[config.mk]
export PLATFORM = sky130hd
export DESIGN_NAME = int_to_decimal_ascii_flat
export DESIGN_NICKNAME = d
export VERILOG_FILES = /design/src/rtl/ida_pkg.sv /design/src/rtl/ida_in_if.sv /design/src/rtl/ida_out_if.sv /design/src/rtl/int_to_decimal_ascii.sv /design/src/rtl/ida_sign.sv /design/src/rtl/ida_dabble.sv /design/src/rtl/ida_emit.sv /design/src/flat_wrapper.sv
export VERILOG_INCLUDE_DIRS = /design/src /design/src/rtl
export SDC_FILE = /design/constraint.sdc
export NUM_CORES = 1
export LEC_CHECK = 0
export BUFFER_PORTS_ARGS = -buffer_cell sky130_fd_sc_hd__clkbuf_2
export CAP_MARGIN = 25
export CORE_MARGIN = 4
export CORE_UTILIZATION = 50
export CTS_CLUSTER_SIZE = 28
export DETAILED_ROUTE_END_ITERATION = 8
export PLACE_DENSITY = 0.66
export RECOVER_POWER = 25
export SYNTH_ARGS = -nofsm -noshare
export SYNTH_HDL_FRONTEND = slang
export SYNTH_SLANG_ARGS = --single-unit
[constraint.sdc]
create_clock -name clk -period 22.4 [get_ports clk]
set_clock_uncertainty 0.2 [all_clocks]
set_input_delay 3.36 -clock clk [delete_from_list [all_inputs] [get_ports clk]]
set_output_delay 3.36 -clock clk [all_outputs]
set_load 0.02 [all_outputs]
[src/rtl/int_to_decimal_ascii_assert.svh]
// ----------------------------------------------------------------------------
// Assertion macros for the decimal text converter.
// Every check is clocked on clk and switched off while arst_n is low.
// ----------------------------------------------------------------------------
`ifndef INT_TO_DECIMAL_ASCII_ASSERT_SVH
`define INT_TO_DECIMAL_ASCII_ASSERT_SVH

// The property must hold at every clock edge outside reset.
`define IDA_ASSERT(label, prop, msg) \
	label: assert property (@(posedge clk) disable iff (!arst_n) (prop)) else $error(msg);

// When the antecedent holds, the consequent must hold at the next clock edge.
`define IDA_ASSERT_NEXT(label, ante, cons, msg) \
	label: assert property (@(posedge clk) disable iff (!arst_n) (ante) |=> (cons)) \
		else $error(msg);

`endif

[src/rtl/ida_pkg.sv]
// ----------------------------------------------------------------------------
// ida_pkg
// Shared widths, codes and the stage record of the decimal text converter.
// ----------------------------------------------------------------------------
`timescale 1ns / 1ps
`default_nettype none

package ida_pkg;

	// Field widths of the two channels.
	localparam int VALUE_W = 32;
	localparam int CHAR_W  = 8;
	localparam int LEN_W   = 4;

	// A 32-bit magnitude needs at most ten decimal digits.
	localparam int DIGIT_W    = 4;
	localparam int NUM_DIGITS = 10;
	localparam int BCD_W      = DIGIT_W * NUM_DIGITS;

	// Command codes.
	localparam logic CMD_SIGNED   = 1'b0;
	localparam logic CMD_UNSIGNED = 1'b1;

	// Character codes.
	localparam logic [CHAR_W-1:0] ASCII_ZERO  = 8'd48;
	localparam logic [CHAR_W-1:0] ASCII_MINUS = 8'd45;

	// Record carried through the conversion stages: sign, digits built so far
	// and the binary bits still to be shifted in.
	typedef struct packed {
		logic               neg;
		logic [BCD_W-1:0]   bcd;
		logic [VALUE_W-1:0] bin;
	} dab_t;

endpackage

`default_nettype wire

[src/rtl/ida_in_if.sv]
// ----------------------------------------------------------------------------
// ida_in_if
// Request channel carrying one word and its signed or unsigned command.
// ----------------------------------------------------------------------------
`timescale 1ns / 1ps
`default_nettype none

interface ida_in_if import ida_pkg::*; ();

	logic               valid;
	logic               ready;
	logic               cmd;
	logic [VALUE_W-1:0] value;

	modport source (output valid, output cmd, output value, input ready);
	modport sink (input valid, input cmd, input value, output ready);

endinterface

`default_nettype wire

[src/rtl/ida_out_if.sv]
// ----------------------------------------------------------------------------
// ida_out_if
// Request channel carrying one character of decimal text.
// ----------------------------------------------------------------------------
`timescale 1ns / 1ps
`default_nettype none

interface ida_out_if import ida_pkg::*; ();

	logic              valid;
	logic              ready;
	logic [CHAR_W-1:0] character;
	logic              last;
	logic [LEN_W-1:0]  length;

	modport source (output valid, output character, output last, output length, input ready);
	modport sink (input valid, input character, input last, input length, output ready);

endinterface

`default_nettype wire

[src/rtl/int_to_decimal_ascii.sv]
// ----------------------------------------------------------------------------
// int_to_decimal_ascii
// Converts a 32-bit word to signed or unsigned decimal ASCII text.
// ----------------------------------------------------------------------------
// Usage:
//   number: one request per word; cmd selects signed (0) or unsigned (1)
//   decimal, value carries the word (trimmed to WORD_BITS bits).
//   text: one request per character, most significant digit first, with a
//   leading '-' for negative signed values; length is the character count
//   of the whole number and last marks its final character.
//   The first character is offered once the word has passed the sign stage,
//   four conversion stages, the count stage and the output register. The
//   single output register sets the rate: one character per cycle while the
//   receiver is ready; a number of N characters (1 to 11) holds it until its
//   last character goes, with no gap between numbers. Up to seven words are
//   in flight, so words are taken in every cycle until the pipe fills.
//   Reset empties every stage; no text is offered until a word arrives.
//   When the receiver stalls, the current character holds and the stages
//   behind it fill and then stop taking words; nothing is lost or repeated.
// ----------------------------------------------------------------------------
`timescale 1ns / 1ps
`default_nettype none

module int_to_decimal_ascii import ida_pkg::*; #(
	parameter int WORD_BITS = 32
) (
	input  wire logic clk,
	input  wire logic arst_n,
	ida_in_if.sink    number,
	ida_out_if.source text
);

	logic s1_valid, s1_ready;
	dab_t s1_data;
	logic s5_valid, s5_ready;
	dab_t s5_data;

	// Sign and magnitude.
	ida_sign #(
		.WORD_BITS(WORD_BITS)
	) u_sign (
		.clk      (clk),
		.arst_n   (arst_n),
		.number   (number),
		.dn_valid (s1_valid),
		.dn_ready (s1_ready),
		.dn_data  (s1_data)
	);

	// Binary to BCD.
	ida_dabble u_dabble (
		.clk      (clk),
		.arst_n   (arst_n),
		.up_valid (s1_valid),
		.up_ready (s1_ready),
		.up_data  (s1_data),
		.dn_valid (s5_valid),
		.dn_ready (s5_ready),
		.dn_data  (s5_data)
	);

	// Digit count and character output.
	ida_emit u_emit (
		.clk      (clk),
		.arst_n   (arst_n),
		.up_valid (s5_valid),
		.up_ready (s5_ready),
		.up_data  (s5_data),
		.text     (text)
	);

endmodule

`default_nettype wire

[src/rtl/ida_sign.sv]
// ----------------------------------------------------------------------------
// ida_sign
// First stage: trims the word to WORD_BITS and splits it into sign and
// magnitude.
// ----------------------------------------------------------------------------
`timescale 1ns / 1ps
`default_nettype none

module ida_sign import ida_pkg::*; #(
	parameter int WORD_BITS = 32
) (
	input  wire logic clk,
	input  wire logic arst_n,
	ida_in_if.sink    number,
	output logic      dn_valid,
	input  wire logic dn_ready,
	output dab_t      dn_data
);

	// Bits of the word that can reach the 32-bit value field.
	localparam int VB = (WORD_BITS < VALUE_W) ? WORD_BITS : VALUE_W;
	// A word wider than the field never has its sign bit set.
	localparam bit HAS_SIGN = (WORD_BITS <= VALUE_W);
	localparam logic [VALUE_W-1:0] MASK = {VALUE_W{1'b1}} >> (VALUE_W - VB);

	logic               v_s1;
	dab_t               d_s1;
	logic [VALUE_W-1:0] word;
	logic               neg;
	logic [VALUE_W-1:0] mag;

	// Sign and magnitude; the most negative value maps onto itself.
	always_comb begin
		word = number.value & MASK;
		neg  = HAS_SIGN && (number.cmd == CMD_SIGNED) && word[VB-1];
		mag  = neg ? ((~word + VALUE_W'(1)) & MASK) : word;
	end

	assign number.ready = !v_s1 || dn_ready;

	// Stage valid.
	always_ff @(posedge clk or negedge arst_n) begin
		if (!arst_n) begin
			v_s1 <= 1'b0;
		end else if (number.ready) begin
			v_s1 <= number.valid;
		end
	end

	// Stage data.
	always_ff @(posedge clk) begin
		if (number.valid && number.ready) begin
			d_s1.neg <= neg;
			d_s1.bcd <= '0;
			d_s1.bin <= mag;
		end
	end

	assign dn_valid = v_s1;
	assign dn_data  = d_s1;

endmodule

`default_nettype wire

[src/rtl/ida_dabble.sv]
// ----------------------------------------------------------------------------
// ida_dabble
// Shift-and-add-three binary to BCD conversion, eight bit steps in each of
// four pipeline stages.
// ----------------------------------------------------------------------------
`timescale 1ns / 1ps
`default_nettype none

module ida_dabble import ida_pkg::*; (
	input  wire logic clk,
	input  wire logic arst_n,
	input  wire logic up_valid,
	output logic      up_ready,
	input  dab_t      up_data,
	output logic      dn_valid,
	input  wire logic dn_ready,
	output dab_t      dn_data
);

	localparam int STEPS_PER_STAGE = 8;

	// One step: correct every digit of five or more, then shift one bit in.
	function automatic dab_t dab_step(input dab_t d);
		dab_t       r;
		logic [3:0] dg;
		r = d;
		for (int i = 0; i < NUM_DIGITS; i++) begin
			dg = r.bcd[DIGIT_W*i +: DIGIT_W];
			if (dg >= 4'd5) begin
				r.bcd[DIGIT_W*i +: DIGIT_W] = dg + 4'd3;
			end
		end
		{r.bcd, r.bin} = {r.bcd, r.bin} << 1;
		return r;
	endfunction

	function automatic dab_t dab_stage(input dab_t d);
		dab_t r;
		r = d;
		for (int k = 0; k < STEPS_PER_STAGE; k++) begin
			r = dab_step(r);
		end
		return r;
	endfunction

	logic v_s2, v_s3, v_s4, v_s5;
	dab_t d_s2, d_s3, d_s4, d_s5;
	logic rdy_s2, rdy_s3, rdy_s4, rdy_s5;

	// Each stage takes new data when it is empty or its successor takes.
	assign rdy_s5   = !v_s5 || dn_ready;
	assign rdy_s4   = !v_s4 || rdy_s5;
	assign rdy_s3   = !v_s3 || rdy_s4;
	assign rdy_s2   = !v_s2 || rdy_s3;
	assign up_ready = rdy_s2;

	// Stage valids.
	always_ff @(posedge clk or negedge arst_n) begin
		if (!arst_n) begin
			v_s2 <= 1'b0;
			v_s3 <= 1'b0;
			v_s4 <= 1'b0;
			v_s5 <= 1'b0;
		end else begin
			if (rdy_s2) v_s2 <= up_valid;
			if (rdy_s3) v_s3 <= v_s2;
			if (rdy_s4) v_s4 <= v_s3;
			if (rdy_s5) v_s5 <= v_s4;
		end
	end

	// Stage data, eight conversion steps between each pair of registers.
	always_ff @(posedge clk) begin
		if (up_valid && rdy_s2) d_s2 <= dab_stage(up_data);
		if (v_s2 && rdy_s3)     d_s3 <= dab_stage(d_s2);
		if (v_s3 && rdy_s4)     d_s4 <= dab_stage(d_s3);
		if (v_s4 && rdy_s5)     d_s5 <= dab_stage(d_s4);
	end

	assign dn_valid = v_s5;
	assign dn_data  = d_s5;

endmodule

`default_nettype wire

[src/rtl/ida_emit.sv]
// ----------------------------------------------------------------------------
// ida_emit
// Counts the significant digits, aligns the most significant one to the top
// and sends the text out one character per request.
// ----------------------------------------------------------------------------
`timescale 1ns / 1ps
`default_nettype none
`include "int_to_decimal_ascii_assert.svh"

module ida_emit import ida_pkg::*; (
	input  wire logic clk,
	input  wire logic arst_n,
	input  wire logic up_valid,
	output logic      up_ready,
	input  dab_t      up_data,
	ida_out_if.source text
);

	logic             v_s6;
	logic             neg_s6;
	logic [BCD_W-1:0] bcd_s6;
	logic [LEN_W-1:0] len_s6;

	logic             busy_q;
	logic             sgn_q;
	logic [BCD_W-1:0] bcd_q;
	logic [LEN_W-1:0] left_q;
	logic [LEN_W-1:0] len_q;

	logic [LEN_W-1:0] ndig;
	logic [LEN_W-1:0] shift;
	logic [BCD_W-1:0] aligned;
	logic             load;

	// Digit count (at least one, so zero gives "0") and left alignment.
	always_comb begin
		ndig = LEN_W'(1);
		for (int i = 1; i < NUM_DIGITS; i++) begin
			if (up_data.bcd[DIGIT_W*i +: DIGIT_W] != 4'd0) begin
				ndig = LEN_W'(i + 1);
			end
		end
		shift   = LEN_W'(NUM_DIGITS) - ndig;
		aligned = up_data.bcd << {shift, 2'b00};
	end

	// The output register reloads when empty or when its last character goes.
	assign load     = !busy_q || (text.ready && left_q == LEN_W'(1));
	assign up_ready = !v_s6 || load;

	// Count stage.
	always_ff @(posedge clk or negedge arst_n) begin
		if (!arst_n) begin
			v_s6 <= 1'b0;
		end else if (up_ready) begin
			v_s6 <= up_valid;
		end
	end

	always_ff @(posedge clk) begin
		if (up_valid && up_ready) begin
			neg_s6 <= up_data.neg;
			bcd_s6 <= aligned;
			len_s6 <= ndig + {{(LEN_W-1){1'b0}}, up_data.neg};
		end
	end

	// Character sequencer: the minus sign first, then digits from the top.
	always_ff @(posedge clk or negedge arst_n) begin
		if (!arst_n) begin
			busy_q <= 1'b0;
			sgn_q  <= 1'b0;
			left_q <= '0;
		end else if (load) begin
			busy_q <= v_s6;
			sgn_q  <= neg_s6;
			left_q <= len_s6;
		end else if (text.ready) begin
			sgn_q  <= 1'b0;
			left_q <= left_q - LEN_W'(1);
		end
	end

	always_ff @(posedge clk) begin
		if (load && v_s6) begin
			bcd_q <= bcd_s6;
			len_q <= len_s6;
		end else if (busy_q && text.ready && !sgn_q) begin
			bcd_q <= bcd_q << DIGIT_W;
		end
	end

	// Output channel.
	assign text.valid     = busy_q;
	assign text.character = sgn_q ? ASCII_MINUS
		: (ASCII_ZERO + {4'd0, bcd_q[BCD_W-1 -: DIGIT_W]});
	assign text.last      = (left_q == LEN_W'(1));
	assign text.length    = len_q;

	// The remaining count stays within the length of the number.
	`IDA_ASSERT(a_left_range, !busy_q || (left_q != 4'd0 && left_q <= len_q), "count out of range")
	// A minus sign is only ever the first character.
	`IDA_ASSERT(a_sign_first, !(busy_q && sgn_q) || left_q == len_q, "minus not first")
	// Every digit that leaves is a decimal digit.
	`IDA_ASSERT(a_digit_ok, !(busy_q && !sgn_q) || bcd_q[BCD_W-1 -: DIGIT_W] <= 4'd9, "bad digit")
	// A character that is not the last is followed by the next of the same number.
	`IDA_ASSERT_NEXT(a_advance, text.valid && text.ready && !text.last, busy_q && left_q == $past(left_q) - 4'd1, "lost char")

endmodule

`default_nettype wire

[src/flat_wrapper.sv]
// flat-port wrapper written by rule: the top's interface ports become plain ports
module int_to_decimal_ascii_flat import ida_pkg::*;
#(
	parameter int WORD_BITS = 32
)
  (clk, arst_n, number_valid, number_cmd, number_value, number_ready, text_valid, text_character, text_last, text_length, text_ready);
  ida_in_if number_i ();
  ida_out_if text_i ();
  input  wire logic clk;
  input  wire logic arst_n;
  input wire logic [$bits(number_i.valid)-1:0] number_valid;
  input wire logic [$bits(number_i.cmd)-1:0] number_cmd;
  input wire logic [$bits(number_i.value)-1:0] number_value;
  output wire logic [$bits(number_i.ready)-1:0] number_ready;
  output wire logic [$bits(text_i.valid)-1:0] text_valid;
  output wire logic [$bits(text_i.character)-1:0] text_character;
  output wire logic [$bits(text_i.last)-1:0] text_last;
  output wire logic [$bits(text_i.length)-1:0] text_length;
  input wire logic [$bits(text_i.ready)-1:0] text_ready;
  assign number_i.valid = number_valid;
  assign number_i.cmd = number_cmd;
  assign number_i.value = number_value;
  assign number_ready = number_i.ready;
  assign text_valid = text_i.valid;
  assign text_character = text_i.character;
  assign text_last = text_i.last;
  assign text_length = text_i.length;
  assign text_i.ready = text_ready;
  int_to_decimal_ascii #(.WORD_BITS(WORD_BITS)) u_core (.clk(clk), .arst_n(arst_n), .number(number_i), .text(text_i));
endmodule
==> out/metrics.csv <==
stage,metric,value,unit
cells_and_area,fillers,5569,
yosys,netlist_area,0.0303,mm2
cells_and_area,area_delta_synth_final,7.06,%
worst_setup_path,cp_common_cell,clkbuf_1,
yosys,synth_edf_count,276,
timing,maxSlewViolCount,122,
worst_setup_path,cp.depth,7,
worst_setup_path,worst-path-buf-inv,3,
yosys,ys_seq_elements,288,
yosys,async_reset_ff_share,4.17,%
flow_run,max-cap-violations,3,
clock_tree,cts_setup_buffers,0,
floorplan,core-area,0.0595,mm2
worst_setup_path,cp_top_family,buffers and inverters,
floorplan,io_pins,52,
worst_setup_path,worstSetupEndpointType,primary output,
place,gp_congestion,0.850,
yosys,avgSynthCellArea,8.23,um2
floorplan,rows,89,
clock_tree,clk_latency,0.56,ns
worst_hold_path,holdPathStages,0,
worst_setup_path,crit_chain,clkbuf_1 -> a21oi_1 -> clkbuf_1 -> nand3_1 -> nor2_1 -> nand4_1 -> clkbuf_2,
timing,finalCritPeriodShare,39.0,%
route,via_per_inst,5.86,
route,vias,26300,
clock_tree,cts_resized,0,
clock_tree,h-tree-depth,2,
grt,grt_max_degree,46,
timing,setup-violations-final,0,
timing,finalSetupTns,0,ns
timing,tightest_slew,2.32,ns
yosys,synth.distinct_cells,131,
worst_setup_path,cp-start-kind,input port,
route,drc,0,
floorplan,die-area,0.0645,mm2
worst_setup_path,r2r_cells,30,
grt,grt_pass1_wl,107,mm
route,wl,62.2,mm
timing,max_freq,0.114,GHz
timing,rsz0062_at_grt,no,
cells_and_area,final_nets,3870,
timing,slew_headroom,-54.8,%
cells_and_area,antenna_cells,0,
grt,track_usage,18.7,%
worst_setup_path,cp_slowest_cell,clkbuf_1,
floorplan,die_y,254,um
timing,final_hold_viol_count,0,
clock_tree,cts_tree,built,
route,drt-initial-drc-count,1652,
grt,antenna_found_initial,0,
route,first_pass_iters,6,
clock_tree,ctsLongestPathBuffers,3,
place,dp_hpwl,46.7,mm
clock_tree,ctsHoldBuffers,0,
worst_setup_path,crit_start,text_ready,
worst_setup_path,cpPeakStageDelay,0.43,ns
clock_tree,root_buffer,clkbuf_16,
worst_setup_path,crit_type,in2out,
grt,grt_overflow,0,
floorplan,die_w,254,um
yosys,ys.flop_type,edfxtp_1,
place,io_buffers,48,
cells_and_area,drive_gt1_share,9.73,%
worst_setup_path,r2r-start,u_core.u_dabble.d_s4[40],
status,status,finished with violations,
worst_hold_path,hold_class,reg2reg,
yosys,ys_warn_count,0,
yosys,yosysSeqAreaShare,28.4,%
clock_tree,numCtsBuffers,36,
worst_setup_path,crit_path_max_fanout,11,
floorplan,start_util,50.9,%
grt,first_global_vias,23400,
status,violations,"max-capacitance violations, max-slew violations",
clock_tree,clk_pin_slew,0.05,ns
timing,fin_crit,8.74,ns
yosys,syn_inst,3677,
worst_setup_path,crit_required,18.84,ns
clock_tree,clkSinkCount,288,
route,wl_per_cell,13.9,um
worst_hold_path,min_from,u_core.u_sign.dn_data[19],
route,ant_nets,0,
worst_setup_path,arrival,5.18,ns
kinds of logic (layout without fill, tap and decap cells):
family / Yosys count / after routing / share of synthesized area (%)
AO/OA/AOI/OAI: 1238 / 1238 / 28.4
XOR/XNOR: 159 / 159 / 4.94
adder cells (fa/ha/maj): 153 / 153 / 6.31
buffers and inverters: 332 / 363 / 4.31
flip-flops: 288 / 288 / 28.4
multiplexers: 188 / 188 / 6.62
other: 2 / 3 / 0.0248
AND/OR/NAND/NOR: 1317 / 1317 / 21.0
final timing paths:
check / to / slack (ns)
worst max register to register: u_core.u_dabble.dn_data[49] / 14.47
max in group asynchronous: u_core.u_dabble.v_s3 / 18.91
worst min register to register: u_core.u_dabble.d_s2[27] / 0.22
worst min-delay path: u_core.u_dabble.d_s2[27] / 0.22
min in group asynchronous: u_core.u_emit.left_q[0] / 2.64
worst max-delay path: number_ready / 13.66
synthesized netlist by cell type (15+ instances only):
cell,instances,area share (%)
nand2_1,405,5.0
nor2_1,317,3.9
edfxtp_1,276,27
a21oi_1,259,4.3
o21ai_0,223,3.7
inv_1,206,2.6
ha_1,151,6.2
mux2i_1,120,4.0
nand3_1,105,1.7
xnor2_1,97,2.8
nor3_1,94,1.6
nand2b_1,78,1.6
o211ai_1,74,1.8
clkbuf_1,70,0.87
and2_1,62,1.3
mux2_2,61,2.3
a211oi_1,56,1.4
a31oi_1,51,1.1
a21o_1,50,1.2
xor2_1,49,1.4
o21a_1,43,1.1
o22ai_1,43,0.89
o21ai_1,41,0.68
a211o_1,37,1.1
or2_2,37,0.76
nor2b_1,36,0.74
or3_1,33,0.68
a22oi_1,26,0.64
a21boi_0,25,0.62
and3_1,23,0.48
buf_2,21,0.35
nor3b_1,20,0.50
inv_2,18,0.22
nor4_1,18,0.37
o32ai_1,18,0.52
o31ai_1,17,0.42
o21bai_1,15,0.37
through the flow:
step | setup slack [ns] | cell area, um2 | std cells | utilization, % | hold slack, ns
global route | 13.52 | 32400 | 4482 | 54.5 | 0.226
CTS | 14.02 | 32400 | 4481 | 54.5 | 0.216
finish | 13.66 | 32400 | 4482 | 54.5 | 0.215
global placement | 14.05 | 31300 | 4415 | 52.6 | 0.200
floorplan | 14.45 | 30300 | 3678 | - | 0.200
detailed placement | 14.04 | 31300 | 4416 | 52.6 | 0.205
worst reg2reg max path, delay by kind of cell, from the launching register on:
kind,cells,cell delay [ns]
xor gates and xnor gates,2,0.91
adders and majority gates,5,1.14
AOI/OAI and AO/OA,15,3.34
and+or+nand+nor,5,1.17
buffers and inverters,3,0.46
DFF,1,0.46
routing by layer:
layer	part of all wire [%]	track usage, %	up-vias
li1	-	-	13800
met1	50	26.6	12000
met2	45	31.1	366
met3	3.1	1.99	60
met4	1.5	3.84	0
met5	0	0	-
final cells by class:
cell class	count	area [um2]	share of cell area [%]
Clock inverter	17	199	0.614
Clock buffer	48	966	2.98
Tap cell	773	967	2.98
Inverter	226	850	2.62
Timing Repair Buffer	72	393	1.21
Sequential cell	288	8590	26.5
Multi-Input combinational cell	3058	20400	63.1
layout by cell type (no fill, tap or decap), drive strengths merged, types with 28 or more instances in the layout:
master and instances:
a21o 50, or3 35, ha 151, a31oi 54, xor2 55, edfxtp 276
o21ai 271, a22oi 30, mux2 63, a211o 37, and2 66, o21a 43
nand2 406, nand3 105, nor3 97, a21oi 275, o211ai 77, inv 226
nand2b 78, nor2b 37, a21boi 28, mux2i 125, nor2 320, a211oi 60
or2 47, clkbuf 101, xnor2 103, o22ai 45
sequential cells by signal, summed over array words and instances (netlist names), 4 cells and up:
signal and cells:
u_core.u_dabble.dn_data 41, u_core.u_dabble.d_s4 40, u_core.u_emit.bcd_q 40, u_core.u_emit.bcd_s6 40
u_core.u_dabble.d_s3 38, u_core.u_dabble.d_s2 35, u_core.u_sign.dn_data 33, u_core.u_emit.left_q 4
u_core.u_emit.len_s6 4, u_core.u_emit.text.length 4
Power is not shown: default switching activity piles up to over one toggle a cycle in this logic, so the estimate is an artifact.
